`src/rtl/moving_average_filter_unit_defines.svh`:
```
// Assertion macros shared by the moving average filter RTL.
// No dependencies; included by the top level where it asserts.
`ifndef MOVING_AVERAGE_FILTER_UNIT_DEFINES_SVH
`define MOVING_AVERAGE_FILTER_UNIT_DEFINES_SVH

// Same-cycle implication, checked on clk, quiet while arst_n is low.
`define MAF_ASSERT_IMPL(label, ante, cons) \
	label: assert property (@(posedge clk) disable iff (!arst_n) (ante) |-> (cons)) \
		else $error("moving average filter check failed");

// Next-cycle implication, checked on clk, quiet while arst_n is low.
`define MAF_ASSERT_NEXT(label, ante, cons) \
	label: assert property (@(posedge clk) disable iff (!arst_n) (ante) |=> (cons)) \
		else $error("moving average filter check failed");

`endif

```
`src/rtl/maf_pkg.sv`:
```
// Shared types and fixed widths for the moving average filter.
// No dependencies; imported by maf_div and the top level.
package maf_pkg;

	localparam int SAMPLE_W = 16;
	localparam int LEN_W    = 7;

	typedef enum logic [1:0] {
		ST_IDLE,
		ST_UPD,
		ST_DIV
	} maf_state_t;

	typedef enum logic {
		CMD_FILTER = 1'b0,
		CMD_CLEAR  = 1'b1
	} maf_cmd_t;

	typedef struct packed {
		logic start;
		logic take;
	} div_ctrl_t;

	typedef struct packed {
		logic busy;
		logic done;
	} div_stat_t;

endpackage

```
`src/rtl/moving_average_filter_unit.sv`:
```
// Moving average filter unit: boxcar average over the last window_length samples.
// Depends on maf_pkg, maf_ram, maf_div and moving_average_filter_unit_defines.svh.
//
// Input channel (in_valid/in_stall): command and sample; command clear empties
// the history, index and sum and answers zero. Output channel (out_valid/
// out_stall): average, the running sum divided by the length, toward zero.
// An item is accepted when valid is high and stall is low.
// The serial divider works over SUM_W = 16 + log2(MAX_LENGTH) bits, one
// quotient bit per cycle; items are taken one at a time and the next one
// can be accepted in the cycle in which out_valid rises.
// The result sits in an output register; the next item is accepted while it
// waits. If the receiver stalls, a finished quotient waits in the divider
// and the input stalls until the output register frees up.
// Reset sets the length to 1 and empties the history; no clearing pass is
// needed since history entries read as zero until the ring has wrapped once.
// cfg_write loads window_length (0 acts as 1, clamped to MAX_LENGTH and to 127); a
// changed length empties the history. Write it only while the unit is idle.
module moving_average_filter_unit #(
	parameter int MAX_LENGTH = 64
) (
	input  logic                                clk,
	input  logic                                arst_n,
	input  logic                                cfg_write,
	input  logic [maf_pkg::LEN_W-1:0]           cfg_data,
	input  logic                                in_valid,
	output logic                                in_stall,
	input  logic                                command,
	input  logic signed [maf_pkg::SAMPLE_W-1:0] sample,
	output logic                                out_valid,
	input  logic                                out_stall,
	output logic signed [maf_pkg::SAMPLE_W-1:0] average
);
	import maf_pkg::*;

	localparam int IDX_W     = (MAX_LENGTH > 1) ? $clog2(MAX_LENGTH) : 1;
	localparam int SUM_W     = SAMPLE_W + IDX_W;
	localparam int CMP_W     = (IDX_W + 1 > LEN_W) ? IDX_W + 1 : LEN_W;
	localparam int LEN_LIMIT = (MAX_LENGTH < (1 << LEN_W)) ? MAX_LENGTH
		: (1 << LEN_W) - 1;

	maf_state_t state_q, state_d;

	logic [LEN_W-1:0]          len_q;
	logic [IDX_W-1:0]          head_q;
	logic signed [SUM_W-1:0]   sum_q;
	logic                      filled_q;

	logic                      cmd_s1;
	logic [IDX_W-1:0]          head_s1;
	logic signed [SAMPLE_W-1:0] sample_s1;

	logic                      out_valid_q;
	logic signed [SAMPLE_W-1:0] average_q;

	logic                      accept;
	logic                      out_free;
	logic                      ram_we;
	logic [IDX_W-1:0]          head_next;
	logic [CMP_W-1:0]          head_inc;
	logic [SAMPLE_W-1:0]       ram_rdata;
	logic signed [SUM_W-1:0]   old_ext;
	logic signed [SUM_W-1:0]   new_ext;
	logic signed [SUM_W-1:0]   sum_new;
	logic [LEN_W-1:0]          len_clamped;

	div_ctrl_t                 div_ctrl;
	div_stat_t                 div_stat;
	logic signed [SAMPLE_W-1:0] div_quo;

	assign accept   = in_valid && !in_stall;
	assign out_free = !out_valid_q || !out_stall;

	// ring advance, wraps at the configured length
	assign head_inc  = CMP_W'(head_q) + CMP_W'(1);
	assign head_next = (head_inc >= CMP_W'(len_q)) ? '0 : head_inc[IDX_W-1:0];

	// entries not yet rewritten since the last clear read as zero
	assign old_ext = filled_q ? {{(SUM_W-SAMPLE_W){ram_rdata[SAMPLE_W-1]}}, ram_rdata} : '0;
	assign new_ext = {{(SUM_W-SAMPLE_W){sample_s1[SAMPLE_W-1]}}, sample_s1};
	assign sum_new = (cmd_s1 == CMD_CLEAR) ? '0 : (sum_q - old_ext + new_ext);

	always_comb begin
		len_clamped = cfg_data;
		if (cfg_data == '0) begin
			len_clamped = LEN_W'(1);
		end else if (cfg_data > LEN_W'(LEN_LIMIT)) begin
			len_clamped = LEN_W'(LEN_LIMIT);
		end
	end

	// next state
	always_comb begin
		state_d = state_q;
		unique case (state_q)
			ST_IDLE: begin
				if (in_valid) begin
					state_d = ST_UPD;
				end
			end
			ST_UPD: begin
				state_d = ST_DIV;
			end
			ST_DIV: begin
				if (div_stat.done && out_free) begin
					state_d = ST_IDLE;
				end
			end
			default: begin
				state_d = ST_IDLE;
			end
		endcase
	end

	// state outputs
	always_comb begin
		in_stall      = 1'b1;
		ram_we        = 1'b0;
		div_ctrl      = '0;
		unique case (state_q)
			ST_IDLE: begin
				in_stall = 1'b0;
			end
			ST_UPD: begin
				ram_we         = (cmd_s1 == CMD_FILTER);
				div_ctrl.start = 1'b1;
			end
			ST_DIV: begin
				div_ctrl.take = div_stat.done && out_free;
			end
			default: begin
				in_stall = 1'b1;
			end
		endcase
	end

	always_ff @(posedge clk or negedge arst_n) begin
		if (!arst_n) begin
			state_q     <= ST_IDLE;
			len_q       <= LEN_W'(1);
			head_q      <= '0;
			sum_q       <= '0;
			filled_q    <= 1'b0;
			out_valid_q <= 1'b0;
		end else begin
			state_q <= state_d;
			if (cfg_write && (len_clamped != len_q)) begin
				len_q    <= len_clamped;
				head_q   <= '0;
				sum_q    <= '0;
				filled_q <= 1'b0;
			end else if (state_q == ST_UPD) begin
				sum_q <= sum_new;
				if (cmd_s1 == CMD_CLEAR) begin
					head_q   <= '0;
					filled_q <= 1'b0;
				end else begin
					head_q <= head_s1;
					if (head_s1 == '0) begin
						filled_q <= 1'b1;
					end
				end
			end
			if (div_ctrl.take) begin
				out_valid_q <= 1'b1;
			end else if (!out_stall) begin
				out_valid_q <= 1'b0;
			end
		end
	end

	always_ff @(posedge clk) begin
		if (accept) begin
			cmd_s1    <= command;
			head_s1   <= head_next;
			sample_s1 <= sample;
		end
		if (div_ctrl.take) begin
			average_q <= div_quo;
		end
	end

	maf_ram #(
		.WIDTH (SAMPLE_W),
		.DEPTH (MAX_LENGTH)
	) u_history (
		.clk   (clk),
		.we    (ram_we),
		.waddr (head_s1),
		.wdata (sample_s1),
		.raddr (head_next),
		.rdata (ram_rdata)
	);

	maf_div #(
		.SUM_W (SUM_W)
	) u_div (
		.clk      (clk),
		.arst_n   (arst_n),
		.ctrl     (div_ctrl),
		.dividend (sum_new),
		.divisor  (len_q),
		.stat     (div_stat),
		.quotient (div_quo)
	);

	assign out_valid = out_valid_q;
	assign average   = average_q;

`include "moving_average_filter_unit_defines.svh"

	`MAF_ASSERT_IMPL(a_len_in_range, 1'b1, (len_q != '0) && (len_q <= LEN_W'(LEN_LIMIT)))
	`MAF_ASSERT_IMPL(a_head_below_len, state_q == ST_IDLE, CMP_W'(head_q) < CMP_W'(len_q))
	`MAF_ASSERT_NEXT(a_div_starts, state_q == ST_UPD, div_stat.busy && !div_stat.done)
	`MAF_ASSERT_IMPL(a_take_when_done, div_ctrl.take, div_stat.done && (state_q == ST_DIV))

endmodule

```
`src/rtl/maf_ram.sv`:
```
// Generic single-clock RAM, one write port and one registered read port.
// No dependencies; holds the sample history of the filter.
module maf_ram #(
	parameter int WIDTH = 16,
	parameter int DEPTH = 64
) (
	input  logic                                     clk,
	input  logic                                     we,
	input  logic [(DEPTH > 1 ? $clog2(DEPTH) : 1)-1:0] waddr,
	input  logic [WIDTH-1:0]                         wdata,
	input  logic [(DEPTH > 1 ? $clog2(DEPTH) : 1)-1:0] raddr,
	output logic [WIDTH-1:0]                         rdata
);

	logic [WIDTH-1:0] mem_q [DEPTH];

	always_ff @(posedge clk) begin
		if (we) begin
			mem_q[waddr] <= wdata;
		end
		rdata <= mem_q[raddr];
	end

endmodule

```
`src/rtl/maf_div.sv`:
```
// Bit-serial signed-by-unsigned divider, truncating toward zero.
// Depends on maf_pkg for the length width and control/status structs.
module maf_div #(
	parameter int SUM_W = 22
) (
	input  logic                          clk,
	input  logic                          arst_n,
	input  maf_pkg::div_ctrl_t            ctrl,
	input  logic signed [SUM_W-1:0]       dividend,
	input  logic [maf_pkg::LEN_W-1:0]     divisor,
	output maf_pkg::div_stat_t            stat,
	output logic signed [maf_pkg::SAMPLE_W-1:0] quotient
);
	import maf_pkg::*;

	localparam int CNT_W = $clog2(SUM_W + 1);

	logic [SUM_W-1:0] quo_q;
	logic [LEN_W-1:0] rem_q;
	logic [LEN_W-1:0] dvs_q;
	logic             neg_q;
	logic [CNT_W-1:0] cnt_q;
	logic             busy_q;
	logic             done_q;

	logic [SUM_W-1:0] mag;
	logic [LEN_W:0]   shifted;
	logic [LEN_W+1:0] diff;
	logic [SUM_W-1:0] signed_quo;

	assign mag     = dividend[SUM_W-1] ? (~dividend + SUM_W'(1)) : dividend;
	assign shifted = {rem_q, quo_q[SUM_W-1]};
	assign diff    = {1'b0, shifted} - {2'b00, dvs_q};

	always_ff @(posedge clk or negedge arst_n) begin
		if (!arst_n) begin
			busy_q <= 1'b0;
			done_q <= 1'b0;
			cnt_q  <= '0;
		end else begin
			if (ctrl.start) begin
				busy_q <= 1'b1;
				done_q <= 1'b0;
				cnt_q  <= CNT_W'(SUM_W);
			end else if (busy_q) begin
				cnt_q <= cnt_q - CNT_W'(1);
				if (cnt_q == CNT_W'(1)) begin
					busy_q <= 1'b0;
					done_q <= 1'b1;
				end
			end else if (ctrl.take) begin
				done_q <= 1'b0;
			end
		end
	end

	// one quotient bit per cycle, restoring
	always_ff @(posedge clk) begin
		if (ctrl.start) begin
			quo_q <= mag;
			rem_q <= '0;
			dvs_q <= divisor;
			neg_q <= dividend[SUM_W-1];
		end else if (busy_q) begin
			if (!diff[LEN_W+1]) begin
				rem_q <= diff[LEN_W-1:0];
				quo_q <= {quo_q[SUM_W-2:0], 1'b1};
			end else begin
				rem_q <= shifted[LEN_W-1:0];
				quo_q <= {quo_q[SUM_W-2:0], 1'b0};
			end
		end
	end

	assign signed_quo = neg_q ? (~quo_q + SUM_W'(1)) : quo_q;
	assign quotient   = signed_quo[SAMPLE_W-1:0];
	assign stat.busy  = busy_q;
	assign stat.done  = done_q;

endmodule

```
`config.mk`:
```
export PLATFORM = sky130hd
export DESIGN_NAME = moving_average_filter_unit
export DESIGN_NICKNAME = d
export VERILOG_FILES = /design/src/rtl/maf_pkg.sv /design/src/rtl/moving_average_filter_unit.sv /design/src/rtl/maf_ram.sv /design/src/rtl/maf_div.sv
export VERILOG_INCLUDE_DIRS = /design/src /design/src/rtl
export SDC_FILE = /design/constraint.sdc
export NUM_CORES = 2
export LEC_CHECK = 0
export BUFFER_PORTS_ARGS = -buffer_cell sky130_fd_sc_hd__buf_2
export CORE_ASPECT_RATIO = 2
export CORE_MARGIN = 1
export CORE_UTILIZATION = 41
export DETAILED_ROUTE_END_ITERATION = 16
export SYNTH_ARGS = -nofsm -noshare
export SYNTH_HDL_FRONTEND = slang
export SYNTH_SLANG_ARGS = --single-unit
```
`constraint.sdc`:
```
create_clock -name clk -period 13.7 [get_ports clk]
set_clock_uncertainty 0.2 [all_clocks]
set_input_delay 0.685 -clock clk [delete_from_list [all_inputs] [get_ports clk]]
set_output_delay 0.685 -clock clk [all_outputs]
set_load 0.01 [all_outputs]
```
Yosys cells after proc, flatten, opt, wreduce, memory -nomap -nowiden
Memory sizes are Yosys's and may differ from the RTL's. A register that Yosys moved wholly into a read port is not among the register bits.
Cells that the tools add are included.

storage, ports and cells
  input port bits = 29
  memories kept = 1
  bits in writable memories = 1024
  word-level logic and storage cells = 94
  bits in registers = 122

memories
  memory           depth  width  read ports  clocked after Yosys merged registers in  wr ports  line           RTL
  u_history.mem_q  64     16     1           1                                        1         maf_ram.sv:15  logic [WIDTH-1:0] mem_q [DEPTH];

operators by class
  reduce and logical (&&, ||, !) cells = 16
  $add $sub $neg = 7
  equal/unequal tests = 8
  muxes and demuxes = 40
  bitwise gates (word level) = 3
  magnitude comparators = 2

operators with widths
  kind                     count
  $mux W22                 7
  $mux W6                  4
  $add A22 B2 Y22 const B  1
  $add A22 B22 Y22         1
  $not A22 Y22             1
  $sub A22 B22 Y22         1
  $mux W7                  3
  $mux W1                  20
  $add A16 B1 Y16 const B  1
  $mux W16                 1
  $not A16 Y16             1
  $mux W5                  2
  $sub A8 B7 Y9            1
  $add A6 B1 Y7 const B    1
  $ge A7 B7 Y1             1
  $gt A7 B7 Y1 const B     1
  $logic_not A7 Y1         1
  $ne A7 B7 Y1             1
  $logic_not A6 Y1         1
  $pmux W2 S3              1
  $reduce_and A2 Y1        3
  $reduce_bool A3 Y1       2
  $eq A5 B1 Y1 const B     1
  $sub A5 B1 Y5 const B    1
  other kinds (12)         18

Depth between registers and ports, before layout
  depth in word-level cells = 8
  depth in mapped cells = 18
  gate-level depth less buffers = 16

By module
Synthesis repeated with hierarchy kept, for this count alone.

second synthesis, totals
  cells, all modules = 2741
  area total of the unflattened synthesis = 48530.3 um^2

modules (own cells, without submodules)
  module                      area an instance (um^2)  cells an instance  instances
  maf_ram                     40042.2                  1829               1
  moving_average_filter_unit  5581.6                   610                1
  maf_div                     2906.5                   302                1

Least setup slack after synthesis
Ideal clock, no wire load.

  path kind = register to register
  start = reg sample_s1[15]
  end = reg u_div.quo_q[12] (data pin)
  stages on the path, launching flop included = 16
  slack = 8.905 ns
  data required time = 13.232 ns
  buffers on the path = 1
  setup time = 0.268 ns
  data arrival time = 4.327 ns
  path through = edfxtp_1 inv_1 fa_1 inv_1 ha_1 o21ai_0 o21a_1 nor3_1 a22oi_1 and3_1 nor3_1 inv_1 clkbuf_1 o31ai_1 xor2_1 o21ai_0

between the ends
  cells in the longest elaborated chain, start to end = 4

RTL lines
  item                      line                               RTL
  start: declaration        moving_average_filter_unit.sv:50   logic signed [SAMPLE_W-1:0] sample_s1;
  start signal: assignment  moving_average_filter_unit.sv:175  sample_s1 <= sample;
  $add A22 B22 Y22          moving_average_filter_unit.sv:80   assign sum_new = (cmd_s1 == CMD_CLEAR) ? '0 : (sum_q - old_ext + new_ext);
  $mux W22                  moving_average_filter_unit.sv:80
  named net sum_new[21]     moving_average_filter_unit.sv:63   logic signed [SUM_W-1:0] sum_new;
  $mux W22                  maf_div.sv:31                      assign mag = dividend[SUM_W-1] ? (~dividend + SUM_W'(1)) : dividend;
  $mux W22                  maf_div.sv:59                      if (ctrl.start) begin
  end signal: assignment    maf_div.sv:60                      quo_q <= mag;
  end signal: assignment    maf_div.sv:67                      quo_q <= {quo_q[SUM_W-2:0], 1'b1};
  end signal: assignment    maf_div.sv:70                      quo_q <= {quo_q[SUM_W-2:0], 1'b0};
  end: declaration          maf_div.sv:18                      logic [SUM_W-1:0] quo_q;

The timed path passes the listed nets, and every way through them passes these cells.
A chain may end at the register's enable or synchronous reset.

Final worst setup path
  start = reg head_q[0]
  end = reg u_history.rdata[11], read port of u_history.mem_q

between the ends
  cells in the longest elaborated chain, start to end = 3

RTL lines
  item                      line                               RTL
  start: declaration        moving_average_filter_unit.sv:44   logic [IDX_W-1:0] head_q;
  start signal: assignment  moving_average_filter_unit.sv:157  head_q <= head_s1;
  $add A6 B1 Y7 (*)         moving_average_filter_unit.sv:74   assign head_inc = CMP_W'(head_q) + CMP_W'(1);
  $ge A7 B7 Y1              moving_average_filter_unit.sv:75   assign head_next = (head_inc >= CMP_W'(len_q)) ? '0 : head_inc[IDX_W-1:0];
  $mux W6 (*)               moving_average_filter_unit.sv:75
  end: declaration          maf_ram.sv:12                      output logic [WIDTH-1:0] rdata

Every way passes the cells marked *; elsewhere a longest branch is shown, timed or not.

==> qor.txt <==
==================================================================================================
Synth async-reset ratio                                                                     3.959%
Instance count of the mapped netlist                                                         3,535
Layout filler cell count                                                                    10,320
Commonest cells post-synth                                                            sky130_fd_sc_hd__edfxtp_1 (1,093), sky130_fd_sc_hd__nand2_1 (467), sky130_fd_sc_hd__a21oi_1 (203)
Via count of the first global-routing pass                                                  30,630
Mean Syn Cell Area                                                                       13.71 µm²
Pin count of the biggest net entering global routing                                           113
Total of endpoints with negative setup slack in the final report                                 0
Via count                                                                                   31,140
Maximum frequency from static timing analysis                                            164.4 MHz
First-pass GRT wire length                                                              211,600 µm
Post-synth EDFFs                                                                             1,093
Proportion of synthesized chip area in sequential cells                                     71.06%
Slack of the worst reg-to-reg path                                                         7.62 ns
Clk_lat worst skew                                                                         0.74 ns
Post-cts sizing count                                                                            0
Max IR drop VDD                                                                          0.1379 mV
Leakage power                                                                             18.05 nW
Transition time of the tightest slew-check pin                                            1.167 ns
Period Utilization, post-route                                                              44.41%
TritonCTS Buffers                                                                               99
Final critical delay including setup and external delays                                  6.084 ns
Count of endpoints failing hold in the final timing report                                       0
Die Wd                                                                                    245.1 µm
Setup CP Type                                                                              reg2reg
Core area                                                                              117,400 µm²
Hold buffers post-CTS                                                                           18
First-pass detailed-route iteration total                                                        6
Number of max-cap violations                                                                     0
Highest net fanout along the worst path                                                         64
R2R cell count                                                                                  16
Final WL                                                                                148,300 µm
Min-delay worst type                                                                        in2reg
Total of warnings raised by yosys                                                                0
Start of the worst register-to-register path                                          head_q[0]$_DFFE_PN0P_
Area share of the largest cell type after synthesis                                         67.73%
Status                                                                                finished clean
Number of storage elements in the synthesis netlist                                          1,162
Number of placement rows                                                                       178
Library cell with the largest summed area after synthesis                             sky130_fd_sc_hd__edfxtp_1
Initial core utilization                                                                    41.29%
DR iter-0 viols                                                                              3,181
HPWL Detailed                                                                            94,550 µm
Critical Path RT                                                                          14.17 ns
Buffers inserted by post-CTS timing repair                                                       0
Nets@finish                                                                                  3,693
Post-synth top flop                                                                   sky130_fd_sc_hd__edfxtp_1
Worst setup path endpoint                                                             u_history.rdata[11]$_DFF_P_
Largest buffer count on any clock path                                                           3
Total count of max-transition violations in the final report                                     0
Total standard cell area after synthesis                                                48,460 µm²
IO Count                                                                                        47
Clock transition time at the flip-flop clock pins of the worst setup and hold paths        0.08 ns
Number of antenna violations at the first check in global routing                                5
Buffer cell driving the clock tree root                                               sky130_fd_sc_hd__clkbuf_16
Vias per cell                                                                                5.965
Unrepaired setup endpoints after global routing                                                 no
Port bufs                                                                                       46
Sum of overflow across all layers after global routing                                           0
Final sum of negative setup slack                                                             0 ns
Main area contributors after synthesis                                                sky130_fd_sc_hd__edfxtp_1 (68%), sky130_fd_sc_hd__nand2_1 (3.6%), sky130_fd_sc_hd__mux2i_1 (2.8%), sky130_fd_sc_hd__o221ai_1 (2.5%), sky130_fd_sc_hd__dfrtp_1 (2.3%)
Power Density                                                                         184.4 nW/µm²
Number of clock sinks                                                                        1,162
CTS tree                                                                                     built
WP data arrival                                                                            6.55 ns
Element type at the critical path end                                                     register
R2R Path End                                                                          u_history.rdata[11]$_DFF_P_
Routed wire per std cell                                                                  28.41 µm
Count of H-tree levels built during CTS                                                          3
Power Total                                                                               10.02 mW
Syn Nets                                                                                     3,627
Area Growth Syn to Fin                                                                      12.17%
Element type at the critical path start                                                   register
DIE HEIGHT                                                                                488.2 µm
Layout cells sized above 1                                                                  10.52%
Max-slew headroom at the worst pin                                                          21.94%
Die Outline Area                                                                       119,700 µm²
Origin of the worst setup path                                                        head_q[0]$_DFFE_PN0P_
Global-route usage over all layers                                                          24.62%
# DRC                                                                                            0
Antenna Violating Nets Remaining                                                                 0
Global placement routability congestion                                                     0.9440
Dominant cell by count in the synthesized netlist                                     sky130_fd_sc_hd__edfxtp_1
Count of distinct cell types in the synthesized netlist                                         77
==================================================================================================
==> where the power goes <==
group / internal, mW / switching (mW) / total (mW)
Combinational: 0.807 / 1.87 / 2.68
Sequential: 4.21 / 0.154 / 4.36
Clock: 1.64 / 1.34 / 2.98
Total: 6.65 / 3.37 / 10.0
==> state kept, by name (all words and copies together), names as in the netlist <==
register         count
u_div.neg_q          1
u_div.cnt_q          5
u_history.rdata     16
cmd_s1               1
filled_q             1
sum_q               22
head_q               6
u_div.busy_q         1
len_q                7
head_s1              6
u_div.rem_q          7
state_q              2
u_div.dvs_q          7
out_valid            1
u_div.done_q         1
u_history.mem_q   1024
average             16
u_div.quo_q         22
sample_s1           16
==> cell type report <==
type                       count  area, µm²  share of cell area (%)
clock buffer                 117       2629                   4.836
inverter                     120      459.2                  0.8447
sequential                  1162      34440                   63.35
antenna                        3      7.507                 0.01381
clock inverter                70      790.8                   1.455
tap                         1530       1914                   3.522
multi-input combinational   2032      12770                   23.49
timing repair buffer         186       1351                   2.486
==> cell families (layout without fill, tap and decap cells) <==
| logic type | Yosys count | in the layout | synth area share (%) |
|---|---|---|---|
| buffers and inverters | 341 | 493 | 2.745 |
| XOR/XNOR | 51 | 51 | 0.9217 |
| flip-flops | 1162 | 1162 | 71.06 |
| AND/OR/NAND/NOR | 890 | 890 | 8.048 |
| multiplexers | 156 | 156 | 3.372 |
| AO/OA/AOI/OAI | 872 | 872 | 11.89 |
| other | 0 | 3 | 0 |
| adder cells (fa/ha/maj) | 63 | 63 | 1.967 |
==> worst min path at each step <==
stage	depth (start not counted)	slack, ns	endpoint	startpoint
after floorplan	0	0.19	filled_q$_DFFE_PN0P_	arst_n
after global placement	2	0.27	u_div.rem_q[2]$_SDFFE_PP0P_	u_div.rem_q[2]$_SDFFE_PP0P_
after detailed placement	0	0.28	u_div.dvs_q[1]$_DFFE_PP_	len_q[1]$_DFFE_PN0P_
after CTS	2	0.003	len_q[0]$_DFFE_PN1P_	cfg_write
after global routing	2	0.03	len_q[0]$_DFFE_PN1P_	cfg_write
final	2	0.04	len_q[0]$_DFFE_PN1P_	cfg_write
==> critical path, cell delays in order (launching register included) <==
cell and delay, ns:
sky130_fd_sc_hd__dfrtp_4 0.70, sky130_fd_sc_hd__ha_1 0.30, sky130_fd_sc_hd__nand3_1 0.12, sky130_fd_sc_hd__xor2_1 0.36, sky130_fd_sc_hd__inv_1 0.09, sky130_fd_sc_hd__ha_1 0.31, sky130_fd_sc_hd__a21o_1 0.18, sky130_fd_sc_hd__a21o_1 0.18
sky130_fd_sc_hd__and2_1 0.22, sky130_fd_sc_hd__a211oi_4 0.21, sky130_fd_sc_hd__buf_4 0.34, sky130_fd_sc_hd__nand2_4 0.34, sky130_fd_sc_hd__clkinv_2 0.32, sky130_fd_sc_hd__buf_4 0.67, sky130_fd_sc_hd__mux2_2 0.43, sky130_fd_sc_hd__o31ai_1 0.74
sky130_fd_sc_hd__or4_1 0.21
==> stage by stage <==
stage | hold slack, ns | cells | util [%] | area (µm²) | worst slack (ns)
2_1_floorplan | 0.1894 | 3535 | - | 48460 | 8.905
3_3_place_gp | 0.2726 | 5012 | 43.24 | 50750 | 7.762
3_5_place_dp | 0.2821 | 5012 | 43.24 | 50750 | 7.700
4_1_cts | 0.002862 | 5217 | 46.31 | 54350 | 7.662
5_1_grt | 0.03075 | 5218 | 46.31 | 54350 | 7.353
6_report | 0.03910 | 5220 | 46.31 | 54360 | 7.616
==> per-layer routing <==
metal	GRT usage, %	up-vias	wire length, µm	part of all wire (%)
li1	-	13680	-	-
met1	26.59	15590	50070	34
met2	42.63	1443	74500	50
met3	3.616	424	9950	6.7
met4	19.96	0	13790	9.3
met5	0	-	0	0
==> cells in the final DEF (no fill, tap or decap), types with 31 or more instances in the layout <==
master,synthesis,routed
sky130_fd_sc_hd__a21oi_1,203,203
sky130_fd_sc_hd__a311oi_1,31,31
sky130_fd_sc_hd__a31oi_1,117,117
sky130_fd_sc_hd__buf_2,21,46
sky130_fd_sc_hd__buf_4,6,120
sky130_fd_sc_hd__clkbuf_16,0,102
sky130_fd_sc_hd__dfrtp_1,45,44
sky130_fd_sc_hd__edfxtp_1,1093,1093
sky130_fd_sc_hd__ha_1,41,41
sky130_fd_sc_hd__inv_1,115,114
sky130_fd_sc_hd__mux2i_1,134,134
sky130_fd_sc_hd__nand2_1,467,465
sky130_fd_sc_hd__nand3_1,69,69
sky130_fd_sc_hd__nor2_1,153,149
sky130_fd_sc_hd__nor3_1,77,72
sky130_fd_sc_hd__o211ai_1,45,45
sky130_fd_sc_hd__o21ai_0,180,180
sky130_fd_sc_hd__o221ai_1,140,140
sky130_fd_sc_hd__xnor2_1,33,32
(Power assumes the default switching activity.)
